**config.mk**
```make
export PLATFORM = sky130hd
export DESIGN_NAME = rain_period_accumulator_top
export DESIGN_NICKNAME = d
export VERILOG_FILES = /design/src/rtl/rpa_pkg.sv /design/src/rtl/rpa_ring_ram.sv /design/src/rtl/rpa_totals.sv /design/src/rtl/rain_period_accumulator_top.sv
export SDC_FILE = /design/constraint.sdc
export NUM_CORES = 2
export LEC_CHECK = 0
export BUFFER_PORTS_ARGS = -buffer_cell sky130_fd_sc_hd__buf_2
export CAP_MARGIN = 40
export CORE_MARGIN = 4
export CORE_UTILIZATION = 60
export DETAILED_ROUTE_END_ITERATION = 8
export GPL_ROUTABILITY_DRIVEN = 0
export PLACE_DENSITY_LB_ADDON = 0.2
export SLEW_MARGIN = 40
export SYNTH_ARGS = -nofsm -noshare
export SYNTH_HDL_FRONTEND = slang
export SYNTH_SLANG_ARGS = --single-unit
```
**constraint.sdc**
```tcl
create_clock -name clock -period 15.7 [get_ports clock]
set_input_delay 2.355 -clock clock [delete_from_list [all_inputs] [get_ports clock]]
set_output_delay 2.355 -clock clock [all_outputs]
set_load 0.05 [all_outputs]
```
**src/rtl/rpa_pkg.sv**
```systemverilog
// Shared constants and types of the rain period accumulator.
package rpa_pkg;

   localparam int MINUTE_SLOTS = 60;
   localparam int HOUR_SLOTS   = 24;

   localparam int RAIN_W  = 12;
   localparam int MIN_W   = 6;
   localparam int HOUR_W  = 5;
   localparam int MDAY_W  = 5;
   localparam int MONTH_W = 4;
   localparam int TOTAL_W = 20;

   // Running sum widths: 60 * 4095 fits in 18 bits, 24 * (2^20 - 1) in 25 bits.
   localparam int MSUM_W = 18;
   localparam int HSUM_W = 25;

   localparam logic [TOTAL_W-1:0] TOTAL_MAX = {TOTAL_W{1'b1}};

   // One reading with its local time stamp.
   typedef struct packed {
      logic [RAIN_W-1:0]  rain;
      logic [MIN_W-1:0]   minute;
      logic [HOUR_W-1:0]  hour;
      logic [MDAY_W-1:0]  mday;
      logic [MONTH_W-1:0] month;
   } item_type;

   // One result beat.
   typedef struct packed {
      logic [TOTAL_W-1:0] total_hour;
      logic [TOTAL_W-1:0] total_day;
      logic [TOTAL_W-1:0] total_month;
      logic [TOTAL_W-1:0] total_year;
      logic [TOTAL_W-1:0] rolling_sixty_min;
      logic [TOTAL_W-1:0] rolling_day;
   } result_type;

   // Which ring slots the item in the update stage writes.
   typedef struct packed {
      logic minute_wr;
      logic hour_wr;
   } ring_upd_type;

endpackage

```
**src/rtl/rpa_ring_ram.sv**
```systemverilog
// Ring slot memory with a registered read port and per-entry valid bits.
module rpa_ring_ram #(
   parameter int WIDTH = 12,
   parameter int DEPTH = 60,
   localparam int AW = $clog2(DEPTH)
) (
   input  logic             clock,
   input  logic             reset,
   input  logic             rd_en,
   input  logic [AW-1:0]    rd_addr,
   input  logic             wr_en,
   input  logic [AW-1:0]    wr_addr,
   input  logic [WIDTH-1:0] wr_data,
   output logic [WIDTH-1:0] rd_data
);

   logic [WIDTH-1:0] mem_ff [DEPTH];
   logic [DEPTH-1:0] valid_ff;
   logic [WIDTH-1:0] q_ff;
   logic             hit_ff;

   // Storage and registered read port; a read in the write cycle sees old data.
   always_ff @(posedge clock) begin
      if (wr_en) begin
         mem_ff[wr_addr] <= wr_data;
      end
      if (rd_en) begin
         q_ff <= mem_ff[rd_addr];
      end
   end

   // Valid bits stand in for clearing the array: unwritten slots read as zero.
   always_ff @(posedge clock) begin
      if (reset) begin
         valid_ff <= '0;
         hit_ff   <= 1'b0;
      end else begin
         if (wr_en) begin
            valid_ff[wr_addr] <= 1'b1;
         end
         if (rd_en) begin
            hit_ff <= valid_ff[rd_addr];
         end
      end
   end

   assign rd_data = hit_ff ? q_ff : '0;

endmodule

```
**src/rtl/rpa_totals.sv**
```systemverilog
// Calendar totals and ring running sums, updated once per reading.
module rpa_totals
   import rpa_pkg::*;
(
   input  logic                clock,
   input  logic                reset,
   input  logic                advance,
   input  item_type            item,
   input  ring_upd_type        upd,
   input  logic [RAIN_W-1:0]   minute_old,
   input  logic [TOTAL_W-1:0]  hour_old,
   output logic [TOTAL_W-1:0]  hour_acc_new,
   output result_type          result
);

   logic [TOTAL_W-1:0] hour_acc_ff, day_acc_ff, month_acc_ff, year_acc_ff;
   logic [TOTAL_W-1:0] hour_acc_in, day_acc_in, month_acc_in, year_acc_in;
   logic [MSUM_W-1:0]  msum_ff, msum_in;
   logic [HSUM_W-1:0]  hsum_ff, hsum_in;
   logic               hour_edge, day_edge, month_edge, year_edge;

   function automatic logic [TOTAL_W-1:0] sat_add(input logic [TOTAL_W-1:0] acc,
                                                  input logic [RAIN_W-1:0]  add);
      logic [TOTAL_W:0] sum;
      sum = {1'b0, acc} + {{(TOTAL_W+1-RAIN_W){1'b0}}, add};
      return sum[TOTAL_W] ? TOTAL_MAX : sum[TOTAL_W-1:0];
   endfunction

   // Period boundaries nest: each one also needs the shorter one.
   assign hour_edge  = (item.minute == '0);
   assign day_edge   = hour_edge && (item.hour == '0);
   assign month_edge = day_edge && (item.mday == MDAY_W'(1));
   assign year_edge  = month_edge && (item.month == '0);

   // A boundary restarts the total with this reading.
   always_comb begin
      hour_acc_in  = hour_edge  ? TOTAL_W'(item.rain) : sat_add(hour_acc_ff, item.rain);
      day_acc_in   = day_edge   ? TOTAL_W'(item.rain) : sat_add(day_acc_ff, item.rain);
      month_acc_in = month_edge ? TOTAL_W'(item.rain) : sat_add(month_acc_ff, item.rain);
      year_acc_in  = year_edge  ? TOTAL_W'(item.rain) : sat_add(year_acc_ff, item.rain);
   end

   // Running sums drop the replaced slot and add its new contents.
   always_comb begin
      msum_in = msum_ff;
      hsum_in = hsum_ff;
      if (upd.minute_wr) begin
         msum_in = msum_ff - MSUM_W'(minute_old) + MSUM_W'(item.rain);
      end
      if (upd.hour_wr) begin
         hsum_in = hsum_ff - HSUM_W'(hour_old) + HSUM_W'(hour_acc_in);
      end
   end

   always_ff @(posedge clock) begin
      if (reset) begin
         hour_acc_ff  <= '0;
         day_acc_ff   <= '0;
         month_acc_ff <= '0;
         year_acc_ff  <= '0;
         msum_ff      <= '0;
         hsum_ff      <= '0;
      end else if (advance) begin
         hour_acc_ff  <= hour_acc_in;
         day_acc_ff   <= day_acc_in;
         month_acc_ff <= month_acc_in;
         year_acc_ff  <= year_acc_in;
         msum_ff      <= msum_in;
         hsum_ff      <= hsum_in;
      end
   end

   // Result of this reading; only the 24-hour sum can exceed the output range.
   assign hour_acc_new              = hour_acc_in;
   assign result.total_hour         = hour_acc_in;
   assign result.total_day          = day_acc_in;
   assign result.total_month        = month_acc_in;
   assign result.total_year         = year_acc_in;
   assign result.rolling_sixty_min  = TOTAL_W'(msum_in);
   assign result.rolling_day        = (hsum_in > HSUM_W'(TOTAL_MAX)) ? TOTAL_MAX
                                                                     : hsum_in[TOTAL_W-1:0];

endmodule

```
**src/rtl/rain_period_accumulator_top.sv**
```systemverilog
// Rain period accumulator: ring memories, update stage and result register.
// Each accepted reading is held in the update stage register, then its result beat in
// the result register on rsp_valid. Throughput: one reading per cycle unless rsp_stall
// holds the result register; the ring read is issued at acceptance and the write-back
// happens in the update stage, with forwarding when two readings meet.
// Reset clears all totals and sums and marks every ring slot as zero.
module rain_period_accumulator_top
   import rpa_pkg::*;
(
   input  logic                clock,
   input  logic                reset,
   input  logic                req_valid,
   output logic                req_stall,
   input  logic [RAIN_W-1:0]   req_rain_amount,
   input  logic [MIN_W-1:0]    req_minute_now,
   input  logic [HOUR_W-1:0]   req_hour_now,
   input  logic [MDAY_W-1:0]   req_day_of_month,
   input  logic [MONTH_W-1:0]  req_month_now,
   output logic                rsp_valid,
   input  logic                rsp_stall,
   output logic [TOTAL_W-1:0]  rsp_total_hour,
   output logic [TOTAL_W-1:0]  rsp_total_day,
   output logic [TOTAL_W-1:0]  rsp_total_month,
   output logic [TOTAL_W-1:0]  rsp_total_year,
   output logic [TOTAL_W-1:0]  rsp_rolling_sixty_min,
   output logic [TOTAL_W-1:0]  rsp_rolling_day
);

   logic               s1_valid_ff;
   item_type           s1_item_ff;
   logic               out_valid_ff;
   result_type         out_ff;
   logic               s1_go, accept;
   logic               req_min_ok, req_hour_ok;
   ring_upd_type       upd;
   logic [RAIN_W-1:0]  min_rd_data, min_old;
   logic [TOTAL_W-1:0] hr_rd_data, hr_old, hour_acc_new;
   logic               min_fwd_ff, hr_fwd_ff;
   logic [RAIN_W-1:0]  min_fwd_data_ff;
   logic [TOTAL_W-1:0] hr_fwd_data_ff;
   result_type         result;

   // Handshake: the update stage moves on when the result register is free or drains.
   assign s1_go     = s1_valid_ff && (!out_valid_ff || !rsp_stall);
   assign req_stall = s1_valid_ff && !s1_go;
   assign accept    = req_valid && !req_stall;

   assign req_min_ok      = (req_minute_now < MIN_W'(MINUTE_SLOTS));
   assign req_hour_ok     = (req_hour_now < HOUR_W'(HOUR_SLOTS));
   assign upd.minute_wr   = s1_go && (s1_item_ff.minute < MIN_W'(MINUTE_SLOTS));
   assign upd.hour_wr     = s1_go && (s1_item_ff.hour < HOUR_W'(HOUR_SLOTS));

   // Per-minute and per-hour rings.
   rpa_ring_ram #(.WIDTH(RAIN_W), .DEPTH(MINUTE_SLOTS)) u_minute_ring (
      .clock   (clock),
      .reset   (reset),
      .rd_en   (accept && req_min_ok),
      .rd_addr (req_minute_now),
      .wr_en   (upd.minute_wr),
      .wr_addr (s1_item_ff.minute),
      .wr_data (s1_item_ff.rain),
      .rd_data (min_rd_data)
   );

   rpa_ring_ram #(.WIDTH(TOTAL_W), .DEPTH(HOUR_SLOTS)) u_hour_ring (
      .clock   (clock),
      .reset   (reset),
      .rd_en   (accept && req_hour_ok),
      .rd_addr (req_hour_now),
      .wr_en   (upd.hour_wr),
      .wr_addr (s1_item_ff.hour),
      .wr_data (hour_acc_new),
      .rd_data (hr_rd_data)
   );

   // A read issued in the same cycle as a write to that slot takes the new value.
   always_ff @(posedge clock) begin
      if (reset) begin
         min_fwd_ff <= 1'b0;
         hr_fwd_ff  <= 1'b0;
      end else if (accept) begin
         min_fwd_ff <= upd.minute_wr && (s1_item_ff.minute == req_minute_now);
         hr_fwd_ff  <= upd.hour_wr && (s1_item_ff.hour == req_hour_now);
      end
   end

   always_ff @(posedge clock) begin
      if (accept) begin
         min_fwd_data_ff <= s1_item_ff.rain;
         hr_fwd_data_ff  <= hour_acc_new;
      end
   end

   assign min_old = min_fwd_ff ? min_fwd_data_ff : min_rd_data;
   assign hr_old  = hr_fwd_ff ? hr_fwd_data_ff : hr_rd_data;

   // Update stage.
   rpa_totals u_totals (
      .clock        (clock),
      .reset        (reset),
      .advance      (s1_go),
      .item         (s1_item_ff),
      .upd          (upd),
      .minute_old   (min_old),
      .hour_old     (hr_old),
      .hour_acc_new (hour_acc_new),
      .result       (result)
   );

   // Stage and result register control.
   always_ff @(posedge clock) begin
      if (reset) begin
         s1_valid_ff  <= 1'b0;
         out_valid_ff <= 1'b0;
      end else begin
         if (accept) begin
            s1_valid_ff <= 1'b1;
         end else if (s1_go) begin
            s1_valid_ff <= 1'b0;
         end
         if (s1_go) begin
            out_valid_ff <= 1'b1;
         end else if (!rsp_stall) begin
            out_valid_ff <= 1'b0;
         end
      end
   end

   // Payload registers.
   always_ff @(posedge clock) begin
      if (accept) begin
         s1_item_ff <= '{rain:   req_rain_amount,
                         minute: req_minute_now,
                         hour:   req_hour_now,
                         mday:   req_day_of_month,
                         month:  req_month_now};
      end
      if (s1_go) begin
         out_ff <= result;
      end
   end

   assign rsp_valid             = out_valid_ff;
   assign rsp_total_hour        = out_ff.total_hour;
   assign rsp_total_day         = out_ff.total_day;
   assign rsp_total_month       = out_ff.total_month;
   assign rsp_total_year        = out_ff.total_year;
   assign rsp_rolling_sixty_min = out_ff.rolling_sixty_min;
   assign rsp_rolling_day       = out_ff.rolling_day;

endmodule

```
# == Yosys cells after proc, flatten, opt, wreduce, memory -nomap -nowiden ==
# Memory sizes are Yosys's and may differ from the RTL's. A register that Yosys moved wholly into a read port is not among the register bits.
# Cells that the tools add are included.
# totals
mem_bits_rw,1200
regBits,395
memories,2
inputBits,36
output_inout_bits,122
word_cells,107
# op_classes
add_sub_neg,8
bitwise,2
n_lt_le_gt_ge,11
reduce_logical,23
n_eq_ne,4
muxes,30
# memory_table
name,depth,width,read_ports,rd_clocked_by_memory_dff,write_ports,line_no,source
u_minute_ring.mem_ff,60,12,1,1,1,rpa_ring_ram.sv:17,logic [WIDTH-1:0] mem_ff [DEPTH];
u_hour_ring.mem_ff,24,20,1,1,1,rpa_ring_ram.sv:17,
# ops
operator,n
2-to-1 mux 20 bit,10
adder 20 x 12 -> 21 bit,4
OR 60 bit,1
adder 25 x 20 -> 25 bit,1
"greater-than comparator 25 x 20 -> 1 bit, second input constant",1
2-to-1 mux 25 bit,1
subtractor 25 x 20 -> 25 bit,1
2-to-1 mux 12 bit,2
OR 24 bit,1
adder 18 x 12 -> 18 bit,1
2-to-1 mux 18 bit,1
subtractor 18 x 12 -> 18 bit,1
logical AND 1 bit,14
"< comparator 6 x 7 -> 1 bit, second input constant",2
"< comparator 5 x 6 -> 1 bit, second input constant",2
"< comparator 6 bit, second input constant",2
2-to-1 mux 1 bit,12
"< comparator 5 bit, second input constant",2
binary-select mux 1 bit (select 6 bit),1
demux 1 bit (select 6 bit),1
equality test 6 bit,1
"greater-or-equal comparator 6 x 1 -> 1 bit, second input constant",1
logical NOT 6 bit,1
binary-select mux 1 bit (select 5 bit),1
other kinds (10),13

# == Longest topological paths before layout ==
# depth
ltp_word,8
ltp_mapped,24

# == Hierarchy ==
# From an unflattened synthesis, not the netlist that was laid out.
# unflattened
cells_unflattened,4342
area_unflattened_um2,69023.7
# by_module_without_submodules
module,seq_area_each_um2,instances,cells_each,area_each_um2
rpa_ring_ram at u_minute_ring,23202.3,1,1480,30437.9
rpa_ring_ram at u_hour_ring,15514.9,1,996,20248.2
rpa_totals,2462.4,1,1604,12072.8
rain_period_accumulator_top,5605.4,1,262,6264.8

# == Least setup slack after synthesis ==
# OpenSTA, ideal clock, no wires.
# synth_timing
path_kind,input -> register
start,in rsp_stall
end,"reg out_ff, in the netlist rsp_rolling_day[0], enable pin"
arrival_time_ps,6397
path_slack_ps,8774
stages,4
required_time_ps,15171
path_cell_list,a21bo_2 > inv_1 > clkbuf_1 > clkbuf_1
# synth_between
elab_chain_cells,3
# synth_lines
element,line_no,source
from (decl),rain_period_accumulator_top.sv:20,"input logic rsp_stall,"
logical NOT 1 bit,--,
logical OR 1 bit,rain_period_accumulator_top.sv:44,assign s1_go = s1_valid_ff && (!out_valid_ff || !rsp_stall);
logical AND 1 bit,rain_period_accumulator_top.sv:44,
via s1_go,rain_period_accumulator_top.sv:33,"logic s1_go, accept;"
to (signal assigned),rain_period_accumulator_top.sv:139,out_ff <= result;
to (decl),rain_period_accumulator_top.sv:32,result_type out_ff;
# The timed path passes the listed nets, and every way through them passes these cells.
# A chain may end at the register's enable or synchronous reset.

# == Worst setup path in the final report ==
# layout_timing
start,reg s1_item_ff[21] in the netlist's numbering
end,"reg out_ff, in the netlist rsp_rolling_day[18], data pin"
# layout_between
elab_chain_cells,6
# layout_lines
element,line_no,source
from (decl),rain_period_accumulator_top.sv:30,item_type s1_item_ff;
from (signal assigned),rain_period_accumulator_top.sv:132,"s1_item_ff <= '{rain: req_rain_amount,"
adder 20 x 12 -> 21 bit *,rpa_totals.sv:25,"sum = {1'b0, acc} + {{(TOTAL_W+1-RAIN_W){1'b0}}, add};"
2-to-1 mux 20 bit *,rpa_totals.sv:26,return sum[TOTAL_W] ? TOTAL_MAX : sum[TOTAL_W-1:0];
2-to-1 mux 20 bit *,rpa_totals.sv:37,"hour_acc_in = hour_edge ? TOTAL_W'(item.rain) : sat_add(hour_acc_ff, item.rain);"
via hour_acc_new[13],rain_period_accumulator_top.sv:37,"logic [TOTAL_W-1:0] hr_rd_data, hr_old, hour_acc_new;"
adder 25 x 20 -> 25 bit *,rpa_totals.sv:51,hsum_in = hsum_ff - HSUM_W'(hour_old) + HSUM_W'(hour_acc_in);
2-to-1 mux 25 bit *,rpa_totals.sv:50,if (upd.hour_wr) begin
greater-than comparator 25 x 20 -> 1 bit,rpa_totals.sv:80,assign result.rolling_day = (hsum_in > HSUM_W'(TOTAL_MAX)) ? TOTAL_MAX
# The timed path passes the listed nets; every way through them passes the cells marked *.

==> results.py <==
metrics = {
    "logic_synthesis": {
        "seq_area_frac_synth_pct": 69.5,
        "synth-seq-cells": 1627,
        "synth_area_mm2": 0.0673,
        "synthCells": 3983,
        "synth_warnings": 0,
        "synth-main-ff-cell": "edfxtp_1",
        "synth-edff-count": 1414,
        "async_reset_ff_share_pct": 0,
        "ys_types": 77,
        "syn_avg_cell_area_um2": 16.9,
    },
    "cts": {
        "post_cts_buffers": 0,
        "cts_resized": 0,
        "clock_sinks": 1627,
        "cts_root_buffer": "clkbuf_16",
        "numCtsBuffers": 162,
        "cts_tree": "yes",
        "htreeDepth": 4,
        "clkSlewWorstSetupHoldPaths_ns": 0.06,
        "clk_latency_ns": 0.78,
        "cts_hold_buf": 0,
        "clk_path_buf_depth": 3,
    },
    "drt": {
        "drc": 0,
        "via_count": 37900,
        "drt-wirelength-per-cell_um": 27.7,
        "detail-route-antenna-nets": 0,
        "wirelength_mm": 162,
        "drt_iter0_markers": 4739,
        "viasPerCell": 6.50,
        "first_pass_iters": 6,
    },
    "floorplan": {
        "die_area_mm2": 0.118,
        "core_mm2": 0.111,
        "die_w_um": 343,
        "die_y_um": 343,
        "start_util_pct": 60.6,
        "ios": 158,
        "num_rows": 122,
    },
    "timing": {
        "finalClockSkew_ns": 0.0499,
        "min_period_ns": 6.82,
        "rsz0062_at_grt": "no",
        "setup_viol": 0,
        "period_share_pct": 43.4,
        "slew_headroom_pct": 41.0,
        "slew_viol_final": 0,
        "finalSetupTns_ns": 0,
        "hold_violations": 0,
        "tightest_slew_ns": 0.885,
        "fmax_ghz": 0.147,
        "setup_ws_ns": 8.88,
        "holdWs_ns": 0.458,
    },
    "global_routing": {
        "grt_max_degree": 109,
        "grt_usage_pct": 27.8,
        "grt.overflow.total": 0,
        "grt_pass1_wl_mm": 241,
        "grt_pass1_vias": 37100,
        "antenna_found_initial": 6,
    },
    "run_status": {
        "outcome": "finished clean",
    },
    "cells_and_area": {
        "num-fill-cells": 7159,
        "area_growth_syn_to_layout_pct": 13.0,
        "layoutNonFillerInstCount": 5834,
        "drive_gt1_share_pct": 23.2,
        "fin_nets": 4369,
    },
    "worst_setup_path": {
        "worst-endpoint-arrival_ns": 7.29,
        "r2r_end": "rsp_rolling_day[18]$_SDFFCE_PN1P_",
        "critPathTopFamily": "compound AO/OA/AOI/OAI gates",
        "crit_slowest_cell": "a21oi_4",
        "crit_start": "s1_item_ff[21]$_DFFE_PP_",
        "critPathKind": "reg -> reg",
        "ff2ff_path_depth": 20,
        "critPathMaxStageDelay_ns": 0.60,
        "crit_buf_inv": 2,
        "cp_max_fo": 70,
        "worstPathRequired_ns": 16.17,
        "cp-endpoint": "rsp_rolling_day[18]$_SDFFCE_PN1P_",
        "r2r-start": "s1_item_ff[21]$_DFFE_PP_",
        "path_cells": "buf_4, ha_1, a21o_1, a21oi_1, o21ai_0, nand3_1, a21o_1, xor2_1, a21oi_4, fa_1, ha_1, a21oi_1, o21a_1, o2bb2ai_1, a2111o_1, mux2i_1, nand3_1, nor4_4, buf_4, nand4b_1",
        "cp-end-kind": "flop",
        "cp.depth": 20,
        "cp-start-kind": "flop",
        "r2r_slack_ns": 8.88,
    },
    "placement": {
        "dp_hpwl_mm": 93.2,
        "dp_slack_ns": 8.94,
        "placedCellCount": 5526,
        "io_buffers": 155,
    },
    "power_and_ir_drop": {
        "worst_ir_drop_vdd_mv": 0.119,
        "switchingPower_mw": 2.62,
        "swShare_pct": 25.6,
        "comb_power_share_pct": 14.2,
        "cellPowerDensity_mw_per_mm2": 135,
        "p_leak_nw": 25.7,
        "clkPwrFrac_pct": 37.7,
        "p_int_mw": 7.61,
        "p_seq_share_pct": 48.1,
        "power_mw": 10.2,
    },
    "worst_hold_path": {
        "hold_path_class": "reg -> reg",
    },
    "run": {
        "max_cap_violations": 0,
    },
}
## final cells by class
type,instances,area (µm²),share of cell area (%)
clock inverter,76,877,1.15
antenna,2,5.00,0.00659
tap,1488,1860,2.45
inverter,108,414,0.545
multi-input combinational,2043,19800,26.1
clock buffer,226,4480,5.89
sequential,1627,46700,61.5
timing repair buffer,264,1790,2.35
## per-layer routing
layer  track usage (%)  up-vias  wire length (µm)  share of wire [%]
li1                  -    16200                 -                  -
met4              7.58        2              3740                2.3
met1              41.8    19500             65400                 40
met2              42.7     2071             76000                 47
met3              5.26      244             16500                 10
met5                 0        -                14             0.0087
## worst register-to-register path, delay by kind of cell, from the launching register on
family	cells	cell delay, ns
compound gates	9	2.52
fa+ha+maj	3	1.28
simple gates	4	1.08
flops	1	0.38
mux	1	0.23
buf+inv	2	0.87
xor+xnor	1	0.16
## per-stage QoR
step                      area [µm²]  util [%]
final                          76000      68.5
after global routing           76000      68.5
after CTS                      75900      68.4
after detailed placement       70500      63.6
after global placement         70200      63.2
after floorplan                67300         -
## synthesized netlist by cell type, types with 33 or more instances
cell type	instances	area share, %
edfxtp_1	1414	63
inv_1	108	0.60
xor2_1	40	0.52
nand3_1	35	0.26
xnor2_1	41	0.53
o21a_1	55	0.61
nand2_1	212	1.2
nor3_1	47	0.35
dfxtp_1	213	6.3
o21ai_0	67	0.50
fa_1	36	1.1
a31oi_1	62	0.58
buf_2	34	0.25
mux4_2	393	13
a21oi_1	183	1.4
nor2_1	351	2.0
a21o_1	33	0.37
ha_1	91	1.7
mux2i_1	46	0.68
and2_1	33	0.31
clkbuf_1	139	0.78
## cell usage in the layout, fill, tap and decap left out, drive strengths merged, types with 71 or more instances in the layout
master,count
mux4,393
a21oi,183
dfxtp,213
buf,264
nand2,212
o21ai,71
clkbuf,226
nor2,351
edfxtp,1414
ha,91
inv,117
## flip-flops by register name, summed over array words and instances (netlist names), 12 cells and up
name,flops
u_minute_ring.valid_ff,60
u_hour_ring.mem_ff,480
rsp_total_hour,20
u_totals.year_acc_ff,20
u_minute_ring.mem_ff,720
rsp_rolling_sixty_min,18
u_totals.msum_ff,18
u_hour_ring.valid_ff,24
u_hour_ring.q_ff,20
u_totals.month_acc_ff,20
rsp_rolling_day,20
min_fwd_data_ff,12
u_totals.day_acc_ff,20
u_minute_ring.q_ff,12
u_totals.hour_acc_ff,20
hr_fwd_data_ff,20
s1_item_ff,32
rsp_total_month,20
rsp_total_year,20
rsp_total_day,20
u_totals.hsum_ff,25
## logic make-up after synthesis
group,count (synthesis),share of synthesized area (%)
buf+inv,314,1.83
compound gates,567,5.44
mux,440,13.9
flops,1627,69.5
fa+ha+maj,127,2.76
simple gates,826,5.57
other cells,1,0.00558
xor+xnor,81,1.05
## how the worst min path moves through the flow
stage                                                 start                                      end  cells after the start
detailed placement  u_minute_ring.valid_ff[15]$_SDFFE_PP0P_  u_minute_ring.valid_ff[15]$_SDFFE_PP0P_                      1
global route        u_minute_ring.valid_ff[15]$_SDFFE_PP0P_  u_minute_ring.valid_ff[15]$_SDFFE_PP0P_                      1
CTS                   u_totals.month_acc_ff[2]$_SDFFE_PP0P_    u_totals.month_acc_ff[2]$_SDFFE_PP0P_                      2
finish                 u_totals.hour_acc_ff[6]$_SDFFE_PP0P_     u_totals.hour_acc_ff[6]$_SDFFE_PP0P_                      2
global placement       u_hour_ring.valid_ff[9]$_SDFFE_PP0P_     u_hour_ring.valid_ff[9]$_SDFFE_PP0P_                      1
floorplan             u_hour_ring.valid_ff[14]$_SDFFE_PP0P_    u_hour_ring.valid_ff[14]$_SDFFE_PP0P_                      2
## power groups by stage
stage	sequential (mW)	clock, mW	combinational, mW
final	4.92	3.86	1.45
after global routing	4.93	4.09	1.58
after CTS	4.92	3.90	1.44
after detailed placement	5.01	0	1.43
after global placement	5.01	0	1.40
after floorplan	5.15	0	0.903
Note: power is estimated with default switching activity, not from simulation.
